$ cat src/sv/gvn_pkg.sv
// ----------------------------------------------------------------------------
// Grid vertex normal engine package
// Shared payload types, controller commands and constants.
// ----------------------------------------------------------------------------
`default_nettype none

package gvn_pkg;

  localparam int GVN_DEPTH = 4096;
  localparam int GVN_AW    = 12;
  localparam int GVN_TW    = 14;

  localparam logic CMD_STORE  = 1'b0;
  localparam logic CMD_NORMAL = 1'b1;

  localparam logic REG_GRID_COLS = 1'b0;
  localparam logic REG_GRID_ROWS = 1'b1;

  typedef struct packed {
    logic               cmd;
    logic [11:0]        vertex_index;
    logic signed [23:0] pos_x;
    logic signed [23:0] pos_y;
    logic signed [23:0] pos_z;
  } gvn_in_t;

  typedef struct packed {
    logic [11:0]        result_index;
    logic signed [15:0] normal_x;
    logic signed [15:0] normal_y;
    logic signed [15:0] normal_z;
  } gvn_out_t;

  typedef struct packed {
    logic signed [24:0] x;
    logic signed [24:0] y;
    logic signed [24:0] z;
  } gvn_diff_t;

  typedef struct packed {
    logic       wr;
    logic       start;
    logic       mod_step;
    logic       nbr_a;
    logic       nbr_b;
    logic       rd_en;
    logic [2:0] rd_sel;
    logic       cap_c;
    logic       cap_n;
    logic       mul_en;
    logic [2:0] psel;
    logic       rot;
    logic       norm_init;
    logic       norm_step;
    logic       sq_en;
    logic [1:0] sq_sel;
    logic       sqrt_init;
    logic       sqrt_step;
    logic       div_init;
    logic       div_step;
    logic       out_ld;
  } gvn_cmd_t;

  typedef struct packed {
    logic norm_done;
    logic zero;
  } gvn_status_t;

endpackage

`default_nettype wire

$ cat src/sv/gvn_ctrl.sv
// ----------------------------------------------------------------------------
// Grid vertex normal controller
// Sequences the phases of a normal query and owns both channel handshakes.
// ----------------------------------------------------------------------------
`default_nettype none

module gvn_ctrl import gvn_pkg::*; (
  input  logic        clk_i,
  input  logic        rst_ni,
  input  logic        in_valid_i,
  input  logic        in_cmd_i,
  output logic        in_stall_o,
  output logic        out_valid_o,
  input  logic        out_stall_i,
  input  gvn_status_t status_i,
  output gvn_cmd_t    cmd_o
);

  typedef enum logic [9:0] {
    S_IDLE  = 10'b0000000001,
    S_MOD   = 10'b0000000010,
    S_NBR   = 10'b0000000100,
    S_LOAD  = 10'b0000001000,
    S_CROSS = 10'b0000010000,
    S_NORM  = 10'b0000100000,
    S_SQ    = 10'b0001000000,
    S_SQRT  = 10'b0010000000,
    S_DIV   = 10'b0100000000,
    S_OUT   = 10'b1000000000
  } gvn_state_e;

  gvn_state_e state_q, state_d;
  logic [5:0] cnt_q, cnt_d;
  logic [2:0] tri_q, tri_d;
  logic       out_valid_q, out_valid_d;

  always_comb begin
    state_d    = state_q;
    cnt_d      = cnt_q;
    tri_d      = tri_q;
    cmd_o      = '0;
    in_stall_o = 1'b1;
    unique case (state_q)
      S_IDLE: begin
        in_stall_o = 1'b0;
        if (in_valid_i) begin
          if (in_cmd_i == CMD_STORE) begin
            cmd_o.wr = 1'b1;
          end else begin
            cmd_o.start = 1'b1;
            cnt_d       = '0;
            state_d     = S_MOD;
          end
        end
      end
      S_MOD: begin
        cmd_o.mod_step = 1'b1;
        cnt_d          = cnt_q + 6'd1;
        if (cnt_q == 6'd11) begin
          cnt_d   = '0;
          state_d = S_NBR;
        end
      end
      S_NBR: begin
        if (cnt_q == 6'd0) begin
          cmd_o.nbr_a = 1'b1;
          cnt_d       = 6'd1;
        end else begin
          cmd_o.nbr_b = 1'b1;
          cnt_d       = '0;
          state_d     = S_LOAD;
        end
      end
      S_LOAD: begin
        cmd_o.rd_en  = (cnt_q < 6'd7);
        cmd_o.rd_sel = cnt_q[2:0];
        cmd_o.cap_c  = (cnt_q == 6'd1);
        cmd_o.cap_n  = (cnt_q >= 6'd2);
        cnt_d        = cnt_q + 6'd1;
        if (cnt_q == 6'd7) begin
          cnt_d   = '0;
          tri_d   = '0;
          state_d = S_CROSS;
        end
      end
      S_CROSS: begin
        cmd_o.mul_en = 1'b1;
        cmd_o.psel   = cnt_q[2:0];
        cnt_d        = cnt_q + 6'd1;
        if (cnt_q == 6'd5) begin
          cmd_o.rot = 1'b1;
          cnt_d     = '0;
          tri_d     = tri_q + 3'd1;
          if (tri_q == 3'd5) begin
            state_d = S_NORM;
          end
        end
      end
      S_NORM: begin
        if (cnt_q == 6'd0) begin
          cnt_d = 6'd1;
        end else if (cnt_q == 6'd1) begin
          cmd_o.norm_init = 1'b1;
          cnt_d           = 6'd2;
        end else if (status_i.zero) begin
          state_d = S_OUT;
        end else if (status_i.norm_done) begin
          cnt_d   = '0;
          state_d = S_SQ;
        end else begin
          cmd_o.norm_step = 1'b1;
        end
      end
      S_SQ: begin
        cmd_o.sq_en  = (cnt_q < 6'd3);
        cmd_o.sq_sel = cnt_q[1:0];
        cnt_d        = cnt_q + 6'd1;
        if (cnt_q == 6'd3) begin
          cnt_d   = '0;
          state_d = S_SQRT;
        end
      end
      S_SQRT: begin
        cmd_o.sqrt_init = (cnt_q == 6'd0);
        cmd_o.sqrt_step = (cnt_q != 6'd0);
        cnt_d           = cnt_q + 6'd1;
        if (cnt_q == 6'd32) begin
          cnt_d   = '0;
          state_d = S_DIV;
        end
      end
      S_DIV: begin
        cmd_o.div_init = (cnt_q == 6'd0);
        cmd_o.div_step = (cnt_q != 6'd0);
        cnt_d          = cnt_q + 6'd1;
        if (cnt_q == 6'd16) begin
          cnt_d   = '0;
          state_d = S_OUT;
        end
      end
      S_OUT: begin
        if (!out_valid_q || !out_stall_i) begin
          cmd_o.out_ld = 1'b1;
          state_d      = S_IDLE;
        end
      end
      default: begin
        state_d = S_IDLE;
      end
    endcase
  end

  assign out_valid_d = cmd_o.out_ld | (out_valid_q & out_stall_i);
  assign out_valid_o = out_valid_q;

  always_ff @(posedge clk_i or negedge rst_ni) begin
    if (!rst_ni) begin
      state_q     <= S_IDLE;
      cnt_q       <= '0;
      tri_q       <= '0;
      out_valid_q <= 1'b0;
    end else begin
      state_q     <= state_d;
      cnt_q       <= cnt_d;
      tri_q       <= tri_d;
      out_valid_q <= out_valid_d;
    end
  end

  a_no_overwrite: assert property (@(posedge clk_i) disable iff (!rst_ni)
    cmd_o.out_ld |-> (!out_valid_q || !out_stall_i))
    else $error("Result register loaded while a transaction is pending.");

  a_shift_only_out_of_range: assert property (@(posedge clk_i) disable iff (!rst_ni)
    cmd_o.norm_step |-> (!status_i.zero && !status_i.norm_done))
    else $error("Normalizing shift issued on an aligned or zero sum.");

  a_square_aligned: assert property (@(posedge clk_i) disable iff (!rst_ni)
    cmd_o.sq_en |-> status_i.norm_done)
    else $error("Square issued before magnitudes were aligned.");

  a_load_after_query: assert property (@(posedge clk_i) disable iff (!rst_ni)
    cmd_o.start |=> (state_q == S_MOD && cnt_q == 6'd0))
    else $error("Query did not enter the index reduction phase.");

endmodule

`default_nettype wire

$ cat config.mk
export PLATFORM = sky130hd
export DESIGN_NAME = gvn_ctrl
export DESIGN_NICKNAME = d
export VERILOG_FILES = /design/src/sv/gvn_pkg.sv /design/src/sv/gvn_ctrl.sv
export SDC_FILE = /design/constraint.sdc
export NUM_CORES = 1
export LEC_CHECK = 0
export BUFFER_PORTS_ARGS = -buffer_cell sky130_fd_sc_hd__buf_2
export CAP_MARGIN = 20
export CORE_UTILIZATION = 54
export DETAILED_ROUTE_END_ITERATION = 6
export PLACE_DENSITY = 0.79
export SYNTH_ARGS = -nofsm -noshare
export SYNTH_HDL_FRONTEND = slang
export SYNTH_SLANG_ARGS = --single-unit
$ cat constraint.sdc
create_clock -name clk_i -period 3.5 [get_ports clk_i]
set_clock_uncertainty 0.15 [all_clocks]
set_input_delay 0.7 -clock clk_i [delete_from_list [all_inputs] [get_ports clk_i]]
set_output_delay 0.7 -clock clk_i [all_outputs]
set_load 0.03 [all_outputs]
==> Implementation_results.wiki <==
{| class="wikitable"
! Metric !! Value
|-
| Worst setup SP type || flop
|-
| Highest cell delay on the worst timing path || 0.53 ns
|-
| Post-synthesis cell type with the largest combined area || sky130_fd_sc_hd__dfrtp_1
|-
| Estimated wirelength of the detail-placed design || 3010 um
|-
| Critical path type || flop to output port
|-
| Number of clock sinks || 20
|-
| Avg WL per Cell || 14.6 um
|-
| RePlAce Congestion || between 0.9 and 1
|-
| Root Buffer || sky130_fd_sc_hd__clkbuf_4
|-
| Logic depth of the worst register-to-register path || 8
|-
| Highest clock frequency the design can meet || 299 MHz
|-
| Number of failing setup endpoints in the final timing report || 0
|-
| Starting utilization of the core area || 58.4%
|-
| Core area || approximately 2800 um2
|-
| Total GRT Usage || approximately a quarter
|-
| Hold Vio Cnt, Final || 0
|-
| Area share of the largest cell type after synthesis || 29.0%
|-
| Flip-flop and latch area || 502 um2
|-
| Net total in the final layout || 254
|-
| Critical path data required time || ~2.7 ns
|-
| Clock-pin slew of the registers on the worst-case setup and hold paths || 0.12 ns
|-
| CP delay by family, top || simple AND/OR/NAND/NOR gates
|-
| Worst Setup End Kind || output port
|-
| Post_cts resized || 0
|-
| Post-Layout Cell Count || 271
|-
| Count of cell types in the netlist || 51
|-
| Final routed DRC violation total || 4
|-
| Port bufs || 34
|-
| Register-to-register path setup slack || 0.57 ns
|-
| First-pass GRT wire length || 6570 um
|-
| Part of the cycle the worst path needs || 95.7%
|-
| Diodes inserted || 0
|-
| Total of hold buffers inserted after clock tree synthesis || 0
|-
| Cell Count Post-Placement || 267
|-
| CTS tree || built
|-
| Initial antenna violation count || 0
|-
| I/O Pins || 35
|-
| Total of flip-flops plus latches after synthesis || 20
|-
| Post-detailed-route via-to-cell ratio || 6.14
|-
| Clock latency at the later pin of the worst-skew pair || 0.31 ns
|-
| Detailed router's first-iteration violation count || 99
|-
| Slowest cell on the critical path || sky130_fd_sc_hd__or4_4
|-
| Top layer in use || met4
|-
| Pin slew with the least headroom to its limit || 0.572 ns
|-
| Violated checks || DRC
|-
| Area added between synthesis and finish || 13.7%
|-
| Initial DRT Pass Iterations || 6
|-
| Ordered list of cells on the worst path || or4_4, or3_4, or2_2, nor3_2, buf_2
|-
| Outcome || complete, but fails checks
|-
| Fill cells || 260
|-
| Post-Syn Nets || 224
|-
| RR Endpoint || state_q[6]
|-
| Congestion Overflow GR || 0
|-
| Maximum ir drop on the vdd rail || 0.351 mV
|-
| Final setup TNS || 0 ns
|-
| Final critical-path required period || 3.35 ns
|-
| Clk buf depth || 2
|-
| Cells after Synth || between 200 and 250
|-
| Ys flop type || sky130_fd_sc_hd__dfrtp_1
|-
| Die width || 57.1 um
|-
| Area of the multi-input gates || roughly 1100 um2
|-
| Critical path startpoint || state_q[8]
|-
| Number of routed nets with antenna violations || 0
|-
| M1 WL || about 1800 um
|-
| Number of warning messages in the yosys log || 0
|-
| Die height || roughly 57 um
|-
| Most frequent standard cell in the layout excluding fill and tap cells || sky130_fd_sc_hd__buf_2
|-
| Cell types occupying the most area after synthesis || sky130_fd_sc_hd__dfrtp_1, sky130_fd_sc_hd__nand2_1, sky130_fd_sc_hd__nor2_1, sky130_fd_sc_hd__ha_1, sky130_fd_sc_hd__o21ai_0
|-
| Proportion of synthesized flip-flops having asynchronous set or reset || between 90% and 100%
|-
| Worst rel slew slack || 61.7%
|-
| Level count of the clock H-tree || 1
|-
| Count of buffering cells on the critical path with inverters included || 1
|-
| Via count of the first global-routing pass || 1403
|-
| Type of the most critical hold path || input pin to asynchronous set/reset pin
|-
| Count of pins over their slew limit || 0
|-
| Met2 wire len || around 1700 um
|-
| Number of flops mapped to enable cells by yosys || 0
|-
| Die area || 3260 um2
|-
| Maximum number of pins on one net before global-route repair || 21
|-
| Startpoint of the worst register-to-register path || cnt_q[1]
|-
| Via count || 1664
|-
| Number of max-cap violations || 0
|-
| Highest net fanout along the worst path || 7
|-
| Site row count || 19
|-
| Pleak || 0.924 nW
|-
| Total CTS buffers || 3
|-
| Sequential element share of the synthesized area || 30.6%
|-
| Arrival time at the worst endpoint || roughly 2.5 ns
|-
| Unrepaired setup endpoints after global routing || no
|-
| WL final || roughly 4000 um
|-
| Fraction of final layout cells with drive strength greater than 1 || 26.3%
|-
| Total met3 wirelength after detailed routing || about 360 um
|-
| Post-CTS Setup Repair Bufs || 0
|-
| Avg Synthesized Cell Area || 7.77 um2
|-
| Cell area power density || 546 nW/um2
|-
| Commonest non-fill, non-tap cells in the layout || sky130_fd_sc_hd__buf_2, sky130_fd_sc_hd__nor2_1, sky130_fd_sc_hd__nand2_1, sky130_fd_sc_hd__dfrtp_1, sky130_fd_sc_hd__o21ai_0
|-
| Final Util || 66.4%
|-
| Synthesized cell area || 1640 um2
|}
stage by stage:
step / worst slack, ns / total power, mW / cell area, um2 / hold WS [ns]
floorplan: 0.169 / 0.734 / 1650 / 0.254
global placement: 0.431 / 0.879 / 1830 / 0.349
detailed placement: 0.427 / 0.879 / 1830 / 0.357
CTS: 0.0682 / 1.00 / 1850 / 0.179
global route: 0.0171 / 1.09 / 1860 / 0.200
finish: 0.150 / 1.02 / 1860 / 0.168
per-layer routing:
metal / vias up / global-route usage (%)
met5: - / 0
met4: 0 / 8.71
met3: 7 / 2.04
met2: 74 / 40.3
met1: 770 / 39.0
li1: 813 / -
cells in the mapped netlist (2+ instances only):
cell	instances
sky130_fd_sc_hd__clkbuf_1	8
sky130_fd_sc_hd__dfrtp_1	19
sky130_fd_sc_hd__nand2_1	24
sky130_fd_sc_hd__or2_2	6
sky130_fd_sc_hd__xor2_1	3
sky130_fd_sc_hd__o21ai_2	2
sky130_fd_sc_hd__xnor2_1	2
sky130_fd_sc_hd__o21ai_1	2
sky130_fd_sc_hd__o21ai_0	12
sky130_fd_sc_hd__nand3_1	10
sky130_fd_sc_hd__and3_1	4
sky130_fd_sc_hd__buf_2	4
sky130_fd_sc_hd__ha_1	6
sky130_fd_sc_hd__nor3_1	6
sky130_fd_sc_hd__inv_1	10
sky130_fd_sc_hd__a21o_1	3
sky130_fd_sc_hd__a221o_1	2
sky130_fd_sc_hd__nor4_1	7
sky130_fd_sc_hd__or4_4	2
sky130_fd_sc_hd__and2_1	4
sky130_fd_sc_hd__or3_1	2
sky130_fd_sc_hd__nand3b_1	2
sky130_fd_sc_hd__a21oi_1	6
sky130_fd_sc_hd__and4b_1	2
sky130_fd_sc_hd__a31oi_1	2
sky130_fd_sc_hd__nor2b_1	8
sky130_fd_sc_hd__nor2_1	24
sky130_fd_sc_hd__nand4_1	5
sky130_fd_sc_hd__nand2b_1	2
layout make-up:
type | count | area share, %
timing repair buffer | 37 | 10.3
inverter | 10 | 2.01
clock buffer | 4 | 1.41
tap | 31 | 2.08
sequential | 20 | 26.9
multi-input combinational | 169 | 57.2
state kept, by name (all words and copies together) (netlist names):
| signal | flops |
|---|---|
| cnt_q | 6 |
| out_valid_o | 1 |
| state_q | 10 |
| tri_q | 3 |
worst reg2reg max path, cell delays in order (launching register included):
cell                       delay, ns
sky130_fd_sc_hd__dfrtp_1        0.46
sky130_fd_sc_hd__inv_1          0.19
sky130_fd_sc_hd__ha_1           0.24
sky130_fd_sc_hd__or3b_2         0.49
sky130_fd_sc_hd__o31a_1         0.27
sky130_fd_sc_hd__o21ai_1        0.13
sky130_fd_sc_hd__and2_1         0.25
sky130_fd_sc_hd__nand4b_1       0.34
sky130_fd_sc_hd__o32ai_1        0.33
how the worst max path moves through the flow:
stage | to | slack [ns] | cells past startpoint
floorplan | cmd_o[20] | 0.17 | 5
global placement | cmd_o[9] | 0.43 | 5
detailed placement | cmd_o[8] | 0.43 | 5
CTS | cmd_o[9] | 0.07 | 5
global route | cmd_o[7] | 0.02 | 6
finish | cmd_o[9] | 0.15 | 5
where the power goes:
part | internal, mW | leakage (nW) | switching (mW)
logic | 0.225 | 0.639 | 0.366
clock network | 0.0446 | 0.0150 | 0.0756
registers | 0.264 | 0.269 | 0.0427
logic make-up after synthesis:
| kind of cell | count (synthesis) | synth area share [%] |
|---|---|---|
| fa+ha+maj | 6 | 4.58 |
| flops | 20 | 30.6 |
| buf+inv | 22 | 5.34 |
| xor+xnor | 5 | 2.67 |
| compound gates | 39 | 16.2 |
| simple gates | 119 | 40.6 |
Power figures use the tool's default switching activity.
